`config.mk`:
```
export PLATFORM = sky130hd
export DESIGN_NAME = led_strip_frame_encoder_top
export DESIGN_NICKNAME = d
export VERILOG_FILES = /design/src/rtl/lsfe_pkg.sv /design/src/rtl/led_strip_frame_encoder_top.sv /design/src/rtl/lsfe_front.sv /design/src/rtl/lsfe_queue.sv /design/src/rtl/lsfe_back.sv
export SDC_FILE = /design/constraint.sdc
export NUM_CORES = 1
export LEC_CHECK = 0
export BUFFER_PORTS_ARGS = -buffer_cell sky130_fd_sc_hd__buf_2
export CORE_AREA = 2 2 209 211
export CTS_CLUSTER_DIAMETER = 100
export CTS_CLUSTER_SIZE = 8
export DETAILED_ROUTE_END_ITERATION = 10
export DIE_AREA = 0 0 211 213
export PLACE_DENSITY = 0.53
export SLEW_MARGIN = 10
export SYNTH_ARGS = -nofsm -noshare
export SYNTH_HDL_FRONTEND = slang
export SYNTH_SLANG_ARGS = --single-unit
```
`constraint.sdc`:
```
create_clock -name clk -period 4.6 [get_ports clk]
set_input_delay 0.46 -clock clk [delete_from_list [all_inputs] [get_ports clk]]
set_output_delay 0.46 -clock clk [all_outputs]
set_load 0.01 [all_outputs]
```
`src/rtl/lsfe_pkg.sv`:
```
// Package for the LED strip frame encoder: mode and register codes, queue entry type,
// byte sequence steps and the divide-by-255 helper. No dependencies.
`default_nettype none
package lsfe_pkg;

	typedef enum logic {
		MODE_APA102 = 1'b0,
		MODE_WS2812 = 1'b1
	} lsfe_mode_t;

	localparam logic [1:0] CFG_STRIP_MODE = 2'd0;
	localparam logic [1:0] CFG_LED_COUNT  = 2'd1;
	localparam logic [1:0] CFG_BRIGHTNESS = 2'd2;

	localparam logic [7:0] APA_HEAD_MARK = 8'hE0;
	localparam logic [7:0] APA_START     = 8'h00;
	localparam logic [7:0] APA_END       = 8'hFF;

	// byte position within the longest pixel sequence
	localparam int STEP_W = 4;
	localparam logic [STEP_W-1:0] STEP_START = 4'd0;
	localparam logic [STEP_W-1:0] STEP_HEAD  = 4'd4;
	localparam logic [STEP_W-1:0] STEP_C0    = 4'd5;
	localparam logic [STEP_W-1:0] STEP_C1    = 4'd6;
	localparam logic [STEP_W-1:0] STEP_C2    = 4'd7;
	localparam logic [STEP_W-1:0] STEP_LAST  = 4'd11;

	typedef struct packed {
		lsfe_mode_t  mode;
		logic        first;
		logic        last;
		logic [7:0]  head;
		logic [15:0] c0;
		logic [15:0] c1;
		logic [15:0] c2;
	} lsfe_entry_t;

	// floor(x / 255) for x <= 255*255
	function automatic logic [7:0] div255(input logic [15:0] x);
		logic [16:0] s;
		begin
			s = {1'b0, x} + {9'd0, x[15:8]} + 17'd1;
			div255 = s[15:8];
		end
	endfunction

endpackage
`default_nettype wire

```
`src/rtl/led_strip_frame_encoder_top.sv`:
```
// LED strip frame encoder, top level: config registers, front end, queue, back end.
// Depends on lsfe_pkg, lsfe_front, lsfe_queue, lsfe_back.
//
// Usage: pixels (red, green, blue) enter on the in_valid/in_ready channel; bytes for
// the strip leave on out_valid/out_ready as wire_byte with run_last on the last byte
// of each pixel and strip_done on the final byte of a strip frame.
// Registers are written on cfg_valid/cfg_ready (always ready): index 0 strip_mode,
// 1 led_count, 2 brightness; other indexes are ignored. Write them only when idle.
// A pixel is written into the queue, then its first byte into the output register.
// Throughput: the back end emits one byte per cycle while out_ready is high, so an
// APA102 pixel is 4 bytes (8 on the first or last pixel of a frame, 12 on a one-LED
// frame) and a WS2812 pixel 3 bytes. The queue of QUEUE_DEPTH pixels lets the front
// accept while the back end is still emitting.
// Reset clears the pixel index, queue and output valid flag and loads the register
// defaults (APA102, one LED, full brightness). When out_ready is low the current
// byte holds and the queue fills; in_ready drops once it is full.
`default_nettype none
module led_strip_frame_encoder_top #(
	parameter int QUEUE_DEPTH = 2
) (
	input  wire logic        clk,
	input  wire logic        arst_n,
	input  wire logic        in_valid,
	output logic             in_ready,
	input  wire logic [7:0]  red,
	input  wire logic [7:0]  green,
	input  wire logic [7:0]  blue,
	output logic             out_valid,
	input  wire logic        out_ready,
	output logic [7:0]       wire_byte,
	output logic             run_last,
	output logic             strip_done,
	input  wire logic        cfg_valid,
	output logic             cfg_ready,
	input  wire logic [1:0]  cfg_index,
	input  wire logic [15:0] cfg_data
);
	import lsfe_pkg::*;

	lsfe_mode_t  strip_mode_q;
	logic [15:0] led_count_q;
	logic [7:0]  brightness_q;

	logic        q_full;
	logic        q_push;
	logic        q_pop;
	logic        q_valid;
	lsfe_entry_t q_wr;
	lsfe_entry_t q_rd;

	assign cfg_ready = 1'b1;

	always_ff @(posedge clk or negedge arst_n) begin
		if (!arst_n) begin
			strip_mode_q <= MODE_APA102;
			led_count_q  <= 16'd1;
			brightness_q <= 8'd255;
		end else if (cfg_valid && cfg_ready) begin
			case (cfg_index)
				CFG_STRIP_MODE: strip_mode_q <= lsfe_mode_t'(cfg_data[0]);
				CFG_LED_COUNT:  led_count_q  <= cfg_data;
				CFG_BRIGHTNESS: brightness_q <= cfg_data[7:0];
				default: ;
			endcase
		end
	end

	lsfe_front u_front (
		.clk        (clk),
		.arst_n     (arst_n),
		.in_valid   (in_valid),
		.in_ready   (in_ready),
		.red        (red),
		.green      (green),
		.blue       (blue),
		.strip_mode (strip_mode_q),
		.led_count  (led_count_q),
		.brightness (brightness_q),
		.q_full     (q_full),
		.q_push     (q_push),
		.q_data     (q_wr)
	);

	lsfe_queue #(
		.DEPTH (QUEUE_DEPTH)
	) u_queue (
		.clk      (clk),
		.arst_n   (arst_n),
		.push     (q_push),
		.wr_data  (q_wr),
		.full     (q_full),
		.pop      (q_pop),
		.rd_valid (q_valid),
		.rd_data  (q_rd)
	);

	lsfe_back u_back (
		.clk        (clk),
		.arst_n     (arst_n),
		.q_valid    (q_valid),
		.q_data     (q_rd),
		.q_pop      (q_pop),
		.out_valid  (out_valid),
		.out_ready  (out_ready),
		.wire_byte  (wire_byte),
		.run_last   (run_last),
		.strip_done (strip_done)
	);

endmodule
`default_nettype wire

```
`src/rtl/lsfe_front.sv`:
```
// Front end: accepts pixels, tracks the pixel index, classifies first/last and
// builds one queue entry per pixel (WS2812 products formed here). Uses lsfe_pkg.
`default_nettype none
module lsfe_front (
	input  wire logic               clk,
	input  wire logic               arst_n,
	input  wire logic               in_valid,
	output logic                    in_ready,
	input  wire logic [7:0]         red,
	input  wire logic [7:0]         green,
	input  wire logic [7:0]         blue,
	input  wire lsfe_pkg::lsfe_mode_t strip_mode,
	input  wire logic [15:0]        led_count,
	input  wire logic [7:0]         brightness,
	input  wire logic               q_full,
	output logic                    q_push,
	output lsfe_pkg::lsfe_entry_t   q_data
);
	import lsfe_pkg::*;

	logic [15:0] pixel_index_q;
	logic [15:0] last_idx;
	logic        is_first;
	logic        is_last;
	logic [15:0] prod_r;
	logic [15:0] prod_g;
	logic [15:0] prod_b;

	assign in_ready = !q_full;
	assign q_push   = in_valid && in_ready;

	assign last_idx = led_count - 16'd1;
	assign is_first = (pixel_index_q == 16'd0);
	assign is_last  = (pixel_index_q >= last_idx);

	assign prod_r = red * brightness;
	assign prod_g = green * brightness;
	assign prod_b = blue * brightness;

	always_comb begin
		q_data.mode  = strip_mode;
		q_data.first = is_first;
		q_data.last  = is_last;
		q_data.head  = APA_HEAD_MARK | {3'd0, brightness[7:3]};
		if (strip_mode == MODE_WS2812) begin
			q_data.c0 = prod_g;
			q_data.c1 = prod_r;
			q_data.c2 = prod_b;
		end else begin
			q_data.c0 = {8'd0, blue};
			q_data.c1 = {8'd0, green};
			q_data.c2 = {8'd0, red};
		end
	end

	always_ff @(posedge clk or negedge arst_n) begin
		if (!arst_n) begin
			pixel_index_q <= 16'd0;
		end else if (q_push) begin
			pixel_index_q <= is_last ? 16'd0 : pixel_index_q + 16'd1;
		end
	end

endmodule
`default_nettype wire

```
`src/rtl/lsfe_queue.sv`:
```
// Small show-ahead register queue between front and back end.
// Holds lsfe_entry_t beats; uses lsfe_pkg.
`default_nettype none
module lsfe_queue #(
	parameter int DEPTH = 2
) (
	input  wire logic                  clk,
	input  wire logic                  arst_n,
	input  wire logic                  push,
	input  wire lsfe_pkg::lsfe_entry_t wr_data,
	output logic                       full,
	input  wire logic                  pop,
	output logic                       rd_valid,
	output lsfe_pkg::lsfe_entry_t      rd_data
);
	import lsfe_pkg::*;

	localparam int PTR_W = (DEPTH > 1) ? $clog2(DEPTH) : 1;
	localparam int CNT_W = $clog2(DEPTH + 1);

	lsfe_entry_t       mem_q [DEPTH];
	logic [PTR_W-1:0]  wr_ptr_q;
	logic [PTR_W-1:0]  rd_ptr_q;
	logic [CNT_W-1:0]  count_q;

	assign full     = (count_q == CNT_W'(DEPTH));
	assign rd_valid = (count_q != '0);
	assign rd_data  = mem_q[rd_ptr_q];

	always_ff @(posedge clk) begin
		if (push) begin
			mem_q[wr_ptr_q] <= wr_data;
		end
	end

	always_ff @(posedge clk or negedge arst_n) begin
		if (!arst_n) begin
			wr_ptr_q <= '0;
			rd_ptr_q <= '0;
			count_q  <= '0;
		end else begin
			if (push) begin
				wr_ptr_q <= (wr_ptr_q == PTR_W'(DEPTH - 1)) ? '0 : wr_ptr_q + PTR_W'(1);
			end
			if (pop) begin
				rd_ptr_q <= (rd_ptr_q == PTR_W'(DEPTH - 1)) ? '0 : rd_ptr_q + PTR_W'(1);
			end
			if (push && !pop) begin
				count_q <= count_q + CNT_W'(1);
			end else if (pop && !push) begin
				count_q <= count_q - CNT_W'(1);
			end
		end
	end

endmodule
`default_nettype wire

```
`src/rtl/lsfe_back.sv`:
```
// Back end: walks the byte sequence of the queue head entry, one byte per cycle
// unless out_ready stalls it, into the output register. Uses lsfe_pkg.
`default_nettype none
module lsfe_back (
	input  wire logic                  clk,
	input  wire logic                  arst_n,
	input  wire logic                  q_valid,
	input  wire lsfe_pkg::lsfe_entry_t q_data,
	output logic                       q_pop,
	output logic                       out_valid,
	input  wire logic                  out_ready,
	output logic [7:0]                 wire_byte,
	output logic                       run_last,
	output logic                       strip_done
);
	import lsfe_pkg::*;

	logic              started_q;
	logic [STEP_W-1:0] step_q;
	logic              out_valid_q;
	logic [7:0]        byte_q;
	logic              run_last_q;
	logic              done_q;

	logic [STEP_W-1:0] start_s;
	logic [STEP_W-1:0] end_s;
	logic [STEP_W-1:0] cur;
	logic [15:0]       chan;
	logic [7:0]        nxt_byte;
	logic              load;
	logic              emit;
	logic              at_end;

	always_comb begin
		if (q_data.mode == MODE_WS2812) begin
			start_s = STEP_C0;
			end_s   = STEP_C2;
		end else begin
			start_s = q_data.first ? STEP_START : STEP_HEAD;
			end_s   = q_data.last ? STEP_LAST : STEP_C2;
		end
		cur    = started_q ? step_q : start_s;
		at_end = (cur == end_s);

		case (cur)
			STEP_C0: chan = q_data.c0;
			STEP_C1: chan = q_data.c1;
			default: chan = q_data.c2;
		endcase

		if (cur inside {[STEP_START:STEP_HEAD - 4'd1]}) begin
			nxt_byte = APA_START;
		end else if (cur == STEP_HEAD) begin
			nxt_byte = q_data.head;
		end else if (cur inside {[STEP_C0:STEP_C2]}) begin
			nxt_byte = (q_data.mode == MODE_WS2812) ? div255(chan) : chan[7:0];
		end else begin
			nxt_byte = APA_END;
		end
	end

	assign load  = !out_valid_q || out_ready;
	assign emit  = load && q_valid;
	assign q_pop = emit && at_end;

	always_ff @(posedge clk or negedge arst_n) begin
		if (!arst_n) begin
			started_q   <= 1'b0;
			step_q      <= STEP_START;
			out_valid_q <= 1'b0;
		end else begin
			if (load) begin
				out_valid_q <= q_valid;
			end
			if (emit) begin
				started_q <= !at_end;
				step_q    <= cur + STEP_W'(1);
			end
		end
	end

	always_ff @(posedge clk) begin
		if (emit) begin
			byte_q     <= nxt_byte;
			run_last_q <= at_end;
			done_q     <= at_end && q_data.last;
		end
	end

	assign out_valid  = out_valid_q;
	assign wire_byte  = byte_q;
	assign run_last   = run_last_q;
	assign strip_done = done_q;

endmodule
`default_nettype wire

```
==> impl_metrics.env, run 1 <==
export IMPL_status="complete, but fails checks"
export IMPL_violations="setup timing"
export IMPL_finalPower_mw=13.85
export IMPL_totalWireLength_mm=36.72
export IMPL_ys_types=71
export IMPL_die_y_um=213
export IMPL_core_area_um2=42700
export IMPL_grt_max_degree=55
export IMPL_cts_buffers=17
export IMPL_synth_edff_count=122
export IMPL_yosysTopAreaCellShare_pct=24.91
export IMPL_drcViolationCount=0
export IMPL_clock_latency_ps=430
export IMPL_crit_path_end_kind="flip-flop"
export IMPL_max_cap_viol_count=0
export IMPL_crit_required_ps=4860
export IMPL_clockBufferDepth=2
export IMPL_crit_arrival_ps=4870
export IMPL_ff_latch_area_um2=4956
export IMPL_hold_slack_ps=256.7
export IMPL_worst_setup_path_start_kind="flip-flop"
export IMPL_rows=76
export IMPL_via_count=10500
export IMPL_holdPathEnd="led_count_q[14]"
export IMPL_die_width_um=211
export IMPL_synthXorXnorAreaFrac_pct=3.334
export IMPL_grt_pass1_vias=10570
export IMPL_gr_usage_met1_pct=24.35
export IMPL_layout_drive_gt1_share_pct=27.43
export IMPL_first_pass_iters=5
export IMPL_cts_root_buf="clkbuf_16"
export IMPL_holdPathStages=2
export IMPL_hold_path_class="input pin to flip-flop"
export IMPL_start_util_pct=34.45
export IMPL_worst_slack_ps=-8.487
export IMPL_p_comb_share_pct=70.1
export IMPL_relSlewSlack_pct=30.23
export IMPL_async_reset_ff_share_pct=29.48
export IMPL_multi_input_area_um2=9523
export IMPL_synthTopCellsByCount="inv_1, and2_1, ha_1, edfxtp_1, fa_1"
export IMPL_synth_avg_cell_area_um2=10.51
export IMPL_intPower_mw=7.815
export IMPL_p_switching_mw=6.037
export IMPL_critPathMaxFanout=3
export IMPL_worstHoldStart="cfg_data[14]"
export IMPL_fill_cells=4119
export IMPL_synth_compound_area_share_pct=8.523
export IMPL_synth_ff_type="edfxtp_1"
export IMPL_dieArea_um2=44940
export IMPL_antenna_found_initial=0
export IMPL_rsz0062_at_grt="true"
export IMPL_met2_usage_pct=27.56
export IMPL_slew_viol_final=0
export IMPL_numPortBuffers=58
export IMPL_crit_type="flip-flop to flip-flop"
export IMPL_p_seq_share_pct=19.7
export IMPL_yosys_warnings=0
export IMPL_ctsHtreeMaxLevel=4
export IMPL_post_synth_top_area_cell="edfxtp_1"
export IMPL_top_usage_layer="met2"
export IMPL_yosys_top_cells_area="edfxtp_1, fa_1, ha_1"
export IMPL_r2r_worst_path_cells=17
export IMPL_drt_initial_drc_count=555
export IMPL_nNetsFinal=1879
export IMPL_synthCells=1399
export IMPL_swShare_pct=43.58
export IMPL_ys_ff_latch=173
export IMPL_tightest_slew_ps=1044
export IMPL_cts_tree="done"
export IMPL_period_needed_ps=4608
export IMPL_ant_nets=0
export IMPL_use_met3_pct=1.765
export IMPL_final_period_utilization_pct=100.2
export IMPL_io_pins=60
export IMPL_viasPerCell=4.901
export IMPL_setup_viol_count_final=2
export IMPL_synthMuxAreaShare_pct=6.958
export IMPL_r2r_start="brightness_q[4]"
export IMPL_clkPwrFrac_pct=10.3
export IMPL_dpl_cell_count=2079
export IMPL_synth_top_family_by_area="adder cells"
export IMPL_grt_pass1_wl_mm=58.49
export IMPL_fin_cells=2143
export IMPL_clkSinkCount=173
export IMPL_dp_hpwl_mm=27.94
export IMPL_grt_overflow_total=0
export IMPL_synthSimpleGateAreaFrac_pct=15.28
export IMPL_syn_num_nets=1694
export IMPL_syn_to_final_growth_pct=22.41
export IMPL_ys_seq_area_share_pct=33.66
export IMPL_globalRouteTotalUtil_pct=16.85
export IMPL_synthAdderAreaFrac_pct=26.61
export IMPL_clock_skew_ps=10.27
export IMPL_vdd_ir_drop_worst_v=0.0003923
export IMPL_path_clk_slew_ps=70
export IMPL_timing_rr_end="u_queue.mem_q[0][15]"
export IMPL_p_leak_nw=7.819
export IMPL_diodes=0
export IMPL_wl_per_cell_um=17.13
export IMPL_hold_violations=0
export IMPL_gp_congestion=0.8418
export IMPL_synthesis_area_um2=14710
export IMPL_powerDensity_nw_per_um2=769.3
export IMPL_r2r_slack_ps=-8
export IMPL_fmax_mhz=217.0
export IMPL_yosys_cell_count_top_type="inv_1"
[cells in the final DEF, fill, tap and decap left out, drive strengths merged, types with 3 or more instances in the layout]
cell    count
and2      155
a211oi     12
buf       206
or3         8
clkbuf     17
dfrtp      42
o211ai      3
nand3b      3
a211o       5
o21a       11
mux2       66
a22oi       8
nand3      22
mux2i      28
nand2b      5
a21o       12
nor2       72
nor4        7
clkinv      6
o21bai      6
xnor2      32
o221ai      5
nand2     104
nor4b       4
a21oi      60
dfstp       9
inv       177
and3        4
o22ai      12
xor2       24
nor3       17
edfxtp    122
fa        108
o31a        4
or2         4
nor3b       8
nor2b      10
a31oi       3
o21ai      29
ha        140
[flip-flops by register name (all words and copies together), names as in the netlist]
| name | count |
|---|---|
| strip_mode_q | 1 |
| brightness_q | 8 |
| u_queue.mem_q | 112 |
| led_count_q | 16 |
| u_back.wire_byte | 8 |
| u_back.started_q | 1 |
| u_back.run_last | 1 |
| u_queue.rd_ptr_q | 1 |
| u_queue.count_q | 2 |
| u_front.pixel_index_q | 16 |
| u_back.strip_done | 1 |
| u_back.out_valid | 1 |
| u_back.step_q | 4 |
| u_queue.wr_ptr_q | 1 |
[per-stage QoR]
step	TNS, ps	worst slack, ps	utilization (%)	instance area, µm²
5_1_grt	-2833	-164.6	42.17	18000
6_report	-16.92	-8.487	42.17	18000
3_5_place_dp	-2813	-216.0	38.56	16460
3_3_place_gp	-2181	-158.5	38.56	16460
2_1_floorplan	0	5.178	-	14710
4_1_cts	-216.8	-44.20	41.29	17630
[worst max path at each step]
stage	startpoint	slack, ps	cells after the start	to
5_1_grt	brightness_q[4]	-160	17	u_queue.mem_q[0][15]
2_1_floorplan	brightness_q[7]	5	17	u_queue.mem_q[0][31]
4_1_cts	brightness_q[2]	-40	17	u_queue.mem_q[0][31]
3_3_place_gp	brightness_q[7]	-160	16	u_queue.mem_q[0][30]
3_5_place_dp	brightness_q[7]	-220	16	u_queue.mem_q[0][30]
6_report	brightness_q[4]	-8	17	u_queue.mem_q[0][15]
[power groups by stage]
stage	clock [mW]	combinational [mW]	sequential, mW
floorplan	0	5.33	2.70
global placement	0	8.03	2.75
detailed placement	0	8.10	2.76
CTS	1.45	8.92	2.73
global route	1.52	10.8	2.78
finish	1.42	9.71	2.72
[cell type report]
class,instances,share of cell area [%]
Inverter,170,3.565
Timing Repair Buffer,207,9.020
Tap cell,546,3.794
Clock buffer,17,2.363
Multi-Input combinational cell,1015,52.89
Sequential cell,173,27.53
Clock inverter,15,0.8409
[per-layer routing]
metal	vias up	part of all wire, %
li1	5118	-
met1	5197	49
met2	174	47
met3	13	2.7
met4	0	0.78
met5	-	0
[worst max-delay path, cell delays in order, from the launching register on]
cell	delay, ps
dfstp_4	660
buf_12	130
nand2_4	50
fa_1	490
fa_1	500
inv_2	40
fa_1	520
inv_1	40
fa_1	500
inv_2	50
ha_4	270
o21a_1	130
o31a_1	160
o211ai_1	130
a21oi_2	200
nor3_2	70
or3_1	360
a21oi_2	140
[cells by family (layout without fill, tap and decap cells)]
family,after synthesis,count (layout)
buffers and inverters,211,409
flip-flops,173,173
AND/OR/NAND/NOR,430,430
other,1,1
adder cells (fa/ha/maj),248,248
multiplexers,94,94
AO/OA/AOI/OAI,186,186
XOR/XNOR,56,56
[repair_timing]
action                                  in CTS  in global routing
hold buffers                                 1                  0
endpoints found under the setup margin      34                 42
pin swaps                                   68                 83
buffers inserted                            25                 10
gates resized for setup                     77                 78
endpoints found under the hold margin       18                  0
Power figures use the tool's default switching activity.
==> run 2, diff against run 1 <==
Settings changed: BUFFER_PORTS_ARGS -buffer_cell sky130_fd_sc_hd__buf_2 to default, CTS_CLUSTER_DIAMETER 100 to default, DONT_BUFFER_PORTS from default to 1, PLACE_DENSITY 0.53 to 0.52, SKIP_LAST_GASP from default to 1.
==> run 2 against run 1 <==
  * The flow still finishes with violations (setup timing)
  * Clock-buffer cell count stayed put
  * Critical path depth is the same
  * Clock skew rose by 9.2 ps
  * Register-to-register slack worse by 50 ps
  * Maximum frequency down 1.0%
  * Setup slack got worse by 47 ps
==> impl_metrics.env, run 2 (same netlist as run 1, synthesis figures left out) <==
export IMPL_start_util_pct=34.45
export IMPL_nNetsFinal=1773
export IMPL_grt_pass1_wl_mm=59.04
export IMPL_viasPerCell=4.959
export IMPL_period_needed_ps=4656
export IMPL_numPortBuffers=0
export IMPL_final_common_cell="inv_1"
export IMPL_gp_congestion=0.8425
export IMPL_met2_usage_pct=27.64
export IMPL_wl_per_cell_um=17.91
export IMPL_crit_arrival_ps=4920
export IMPL_crit_path_end_kind="flip-flop"
export IMPL_hold_violations=0
export IMPL_status="complete, but fails checks"
export IMPL_grt_pass1_vias=10570
export IMPL_cts_root_buf="clkbuf_16"
export IMPL_max_cap_viol_count=0
export IMPL_first_pass_iters=5
export IMPL_antenna_found_initial=0
export IMPL_syn_to_final_growth_pct=18.02
export IMPL_top_usage_layer="met2"
export IMPL_hold_path_class="input pin to flip-flop"
export IMPL_totalWireLength_mm=36.48
export IMPL_critPathMaxFanout=6
export IMPL_ant_nets=0
export IMPL_largest_register_ffs=112
export IMPL_tightest_slew_ps=894.5
export IMPL_slowest_stage="dfstp_4"
export IMPL_fill_cells=4104
export IMPL_core_area_um2=42700
export IMPL_finalSetupTns_ps=-111.1
export IMPL_slew_viol_final=0
export IMPL_io_pins=60
export IMPL_violations="setup timing"
export IMPL_die_width_um=211
export IMPL_clock_latency_ps=440
export IMPL_use_met3_pct=2.515
export IMPL_crit_chain="buf_12, nand2_4, fa_1, fa_1, inv_1, fa_1, inv_1, fa_1, inv_2, ha_4, o21a_1, o31a_1, o211ai_1, a21oi_2, nor3_2, or3_1, a21oi_2"
export IMPL_via_count=10100
export IMPL_grt_max_degree=57
export IMPL_rsz0062_at_grt="true"
export IMPL_crit_top_cell="fa_1"
export IMPL_grt_overflow_total=0
export IMPL_gr_usage_met1_pct=24.02
export IMPL_clockBufferDepth=2
export IMPL_crit_required_ps=4870
export IMPL_powerDensity_nw_per_um2=766.4
export IMPL_worst_slack_ps=-55.69
export IMPL_dp_hpwl_mm=27.62
export IMPL_rows=76
export IMPL_path_buf_inv=4
export IMPL_setup_viol_count_final=2
export IMPL_clkSinkCount=173
export IMPL_relSlewSlack_pct=40.30
export IMPL_worst_setup_path_start_kind="flip-flop"
export IMPL_worst_path_dominant_cell_family="adder cells"
export IMPL_p_leak_nw=7.379
export IMPL_pre_cts_ws_ps=-200.8
export IMPL_vdd_ir_drop_worst_v=0.0003242
export IMPL_final_core_util_pct=40.66
export IMPL_diodes=0
export IMPL_largest_register="u_queue.mem_q"
export IMPL_clock_skew_ps=19.44
export IMPL_drcViolationCount=0
export IMPL_slowest_delay_ps=710
export IMPL_ctsHtreeMaxLevel=4
export IMPL_crit_type="flip-flop to flip-flop"
export IMPL_layout_drive_gt1_share_pct=21.66
export IMPL_globalRouteTotalUtil_pct=16.97
export IMPL_path_clk_slew_ps=80
export IMPL_die_y_um=213
export IMPL_cts_tree="done"
export IMPL_reg_top3="u_queue.mem_q: 112 flops, led_count_q: 16 flops, u_front.pixel_index_q: 16 flops"
export IMPL_drt_initial_drc_count=501
export IMPL_final_period_utilization_pct=101.2
export IMPL_fmax_mhz=214.8
export IMPL_dieArea_um2=44940
export IMPL_final_cell_mix="inv_1, and2_1, edfxtp_1"
export IMPL_cts_buffers=17
run 2: cell types whose count changed in the layout (fill, tap and decap cells not counted), sizes merged:
cell	before	now
bufinv	1	2
inv	177	176
buf	206	100
run 2: where the power goes:
group | switching [mW] | internal [mW]
Clock | 0.680 | 0.834
Sequential | 0.291 | 2.48
Combinational | 4.79 | 4.23
Total | 5.76 | 7.54
run 2: worst reg2reg max path, stage by stage (launching register included):
cell	delay, ps
dfstp_4	710
buf_12	140
nand2_4	40
fa_1	470
fa_1	550
inv_1	50
fa_1	470
inv_1	50
fa_1	490
inv_2	50
ha_4	250
o21a_1	110
o31a_1	170
o211ai_1	150
a21oi_2	200
nor3_2	60
or3_1	380
a21oi_2	160
run 2: per-layer routing:
layer | vias up | share of wire (%)
met4 | 0 | 1.0
met5 | - | 0
li1 | 4910 | -
met2 | 154 | 46
met1 | 5018 | 50
met3 | 20 | 3.3
run 2: metrics by stage:
stage | hold slack, ps | instances | instance area (µm²) | total power, mW
floorplan | 164.4 | 1399 | 14710 | 8.034
global placement | 167.5 | 1980 | 15840 | 10.58
detailed placement | 165.8 | 1980 | 15840 | 10.66
CTS | 133.0 | 2029 | 16970 | 12.80
global route | 131.3 | 2037 | 17360 | 14.60
finish | 146.1 | 2037 | 17360 | 13.31
run 2: worst paths after layout:
kind                            slack, ps  depth (start not counted)                    to                from
min in group asynchronous             540                          2      u_back.out_valid              arst_n
worst max-delay path                  -60                         17  u_queue.mem_q[0][31]     brightness_q[4]
worst min register to register        510                          1    u_queue.count_q[1]  u_queue.count_q[1]
max in group asynchronous            3730                          2       brightness_q[7]              arst_n
worst max register to register        -60                         17  u_queue.mem_q[0][31]     brightness_q[4]
worst min-delay path                  150                          2          strip_mode_q         cfg_data[0]
run 2: layout make-up:
| cell class | instances | area (µm²) | area share, % |
|---|---|---|---|
| multi-input cells | 1015 | 9477 | 54.59 |
| flip-flops and latches | 173 | 4960 | 28.57 |
| repair buffers | 101 | 974.7 | 5.614 |
| well taps | 546 | 683.2 | 3.935 |
| inverters | 170 | 641.9 | 3.697 |
| clock buffers | 17 | 425.4 | 2.450 |
| clock inverters | 15 | 198.9 | 1.146 |
run 2: what timing repair did:
item,in CTS,in global routing
endpoints found under the setup margin,30,46
hold endpoints to repair,51,0
pin swaps,65,76
buffers inserted,16,10
hold buffers,2,0
resized for setup,76,70
==> run 3, diff against run 2 <==
Settings changed: MAX_ROUTING_LAYER from default to met4.
==> run 3 against run 2 <==
  * The flow still finishes with violations (setup timing)
  * Total power about the same
  * Sequential share of layout area unchanged
  * Clock power about the same
  * Final area unchanged
  * Largest cell class unchanged
  * Clock-buffer cell count unchanged
  * Critical endpoint unchanged
==> impl_metrics.env, run 3 (same netlist as run 1, synthesis figures left out) <==
export IMPL_status="complete, but fails checks"
export IMPL_violations="setup timing"
export IMPL_reg_top3="u_queue.mem_q: 112 flops, led_count_q: 16 flops, u_front.pixel_index_q: 16 flops"
export IMPL_clkSinkCount=173
export IMPL_crit_start="brightness_q[4]"
export IMPL_finalPower_mw=13.31
export IMPL_io_pins=60
export IMPL_worstHoldStart="cfg_data[0]"
export IMPL_globalRouteTotalUtil_pct=17.47
export IMPL_hold_slack_ps=147.9
export IMPL_grt_pass1_wl_mm=59.05
export IMPL_fmax_mhz=214.8
export IMPL_slew_viol_final=0
export IMPL_clock_latency_ps=440
export IMPL_dp_hpwl_mm=27.62
export IMPL_path_clk_slew_ps=80
export IMPL_relSlewSlack_pct=40.14
export IMPL_crit_chain="buf_12, nand2_4, fa_1, fa_1, inv_1, fa_1, inv_1, fa_1, inv_2, ha_4, o21a_1, o31a_1, o211ai_1, a21oi_2, nor3_2, or3_1, a21oi_2"
export IMPL_period_needed_ps=4657
export IMPL_powerDensity_nw_per_um2=766.7
export IMPL_ctsHtreeMaxLevel=4
export IMPL_syn_to_final_growth_pct=18.02
export IMPL_placed_area_um2=15840
export IMPL_viasPerCell=4.966
export IMPL_r2r_slack_ps=-60
export IMPL_gp_congestion=0.8556
export IMPL_grt_overflow_total=0
export IMPL_rows=76
export IMPL_crit_path_end_kind="flip-flop"
export IMPL_cts_buffers=17
export IMPL_slowest_stage="dfstp_4"
export IMPL_final_cell_area_um2=17360
export IMPL_crit_required_ps=4870
export IMPL_totalWireLength_mm=36.45
export IMPL_diodes=0
export IMPL_critPathMaxFanout=6
export IMPL_core_area_um2=42700
export IMPL_nNetsFinal=1773
export IMPL_worst_slack_ps=-56.53
export IMPL_crit_arrival_ps=4920
export IMPL_crit_type="flip-flop to flip-flop"
export IMPL_hold_violations=0
export IMPL_tightest_slew_ps=896.9
export IMPL_wl_per_cell_um=17.89
export IMPL_rsz0062_at_grt="true"
export IMPL_start_util_pct=34.45
export IMPL_r2r_start="brightness_q[4]"
export IMPL_dpl_cell_count=1980
export IMPL_die_y_um=213
export IMPL_largest_register="u_queue.mem_q"
export IMPL_largest_register_ffs=112
export IMPL_max_cap_viol_count=0
export IMPL_finalSetupTns_ps=-112.8
export IMPL_worst_setup_path_start_kind="flip-flop"
export IMPL_final_period_utilization_pct=101.2
export IMPL_first_pass_iters=5
export IMPL_ant_nets=0
export IMPL_vdd_ir_drop_worst_v=0.0003240
export IMPL_p_leak_nw=7.379
export IMPL_hold_path_class="input pin to flip-flop"
export IMPL_pre_cts_ws_ps=-200.8
export IMPL_drt_initial_drc_count=511
export IMPL_cts_tree="done"
export IMPL_dieArea_um2=44940
export IMPL_final_core_util_pct=40.66
export IMPL_setup_viol_count_final=2
export IMPL_slowest_delay_ps=710
export IMPL_layout_drive_gt1_share_pct=21.66
export IMPL_grt_max_degree=57
export IMPL_clockBufferDepth=2
export IMPL_final_common_cell="inv_1"
export IMPL_cts_root_buf="clkbuf_16"
export IMPL_clock_skew_ps=18.86
export IMPL_drcViolationCount=0
export IMPL_die_width_um=211
export IMPL_antenna_found_initial=0
export IMPL_final_cell_mix="inv_1, and2_1, edfxtp_1"
export IMPL_via_count=10120
export IMPL_fin_cells=2037
export IMPL_grt_pass1_vias=10580
export IMPL_crit_top_cell="fa_1"
export IMPL_numPortBuffers=0
-- run 3: worst max-delay path, delay by kind of cell (launching register included) --
| family | cells | cell delay [ps] |
|---|---|---|
| AND/OR/NAND/NOR | 3 | 480 |
| flip-flops | 1 | 710 |
| AO/OA/AOI/OAI | 5 | 790 |
| adder cells (fa/ha/maj) | 5 | 2230 |
| buffers and inverters | 4 | 280 |
-- run 3: power breakdown --
part | total [mW] | internal (mW) | switching, mW
Clock | 1.52 | 0.834 | 0.682
Combinational | 9.03 | 4.23 | 4.80
Sequential | 2.77 | 2.48 | 0.290
-- run 3: what timing repair did --
item,CTS,global route
endpoints found under the setup margin,30,46
buffers inserted,16,10
hold buffers,2,0
pin swaps,65,76
cloned,0,0
gates resized for setup,76,70
hold endpoints to repair,51,0
-- run 3: final timing paths --
check,cells past startpoint,endpoint
max,17,u_queue.mem_q[0][31]
min,2,strip_mode_q
max reg2reg,17,u_queue.mem_q[0][31]
min reg2reg,1,u_queue.count_q[1]
max in group asynchronous,2,led_count_q[0]
min in group asynchronous,2,u_back.out_valid
-- run 3: cell type report --
type | instances | area (µm²)
fillers | 4104 | 25340
multi-input cells | 1015 | 9477
flip-flops and latches | 173 | 4960
repair buffers | 101 | 974.7
well taps | 546 | 683.2
inverters | 170 | 641.9
clock buffers | 17 | 425.4
clock inverters | 15 | 198.9
-- run 3: metal layers --
metal  global-route usage, %  up-vias  wire, µm
met5                       -        -         0
met2                   27.76      159     16850
met3                   2.412       15      1217
met1                   24.09     5033     18100
li1                        -     4909         -
met4                   3.254        0       279
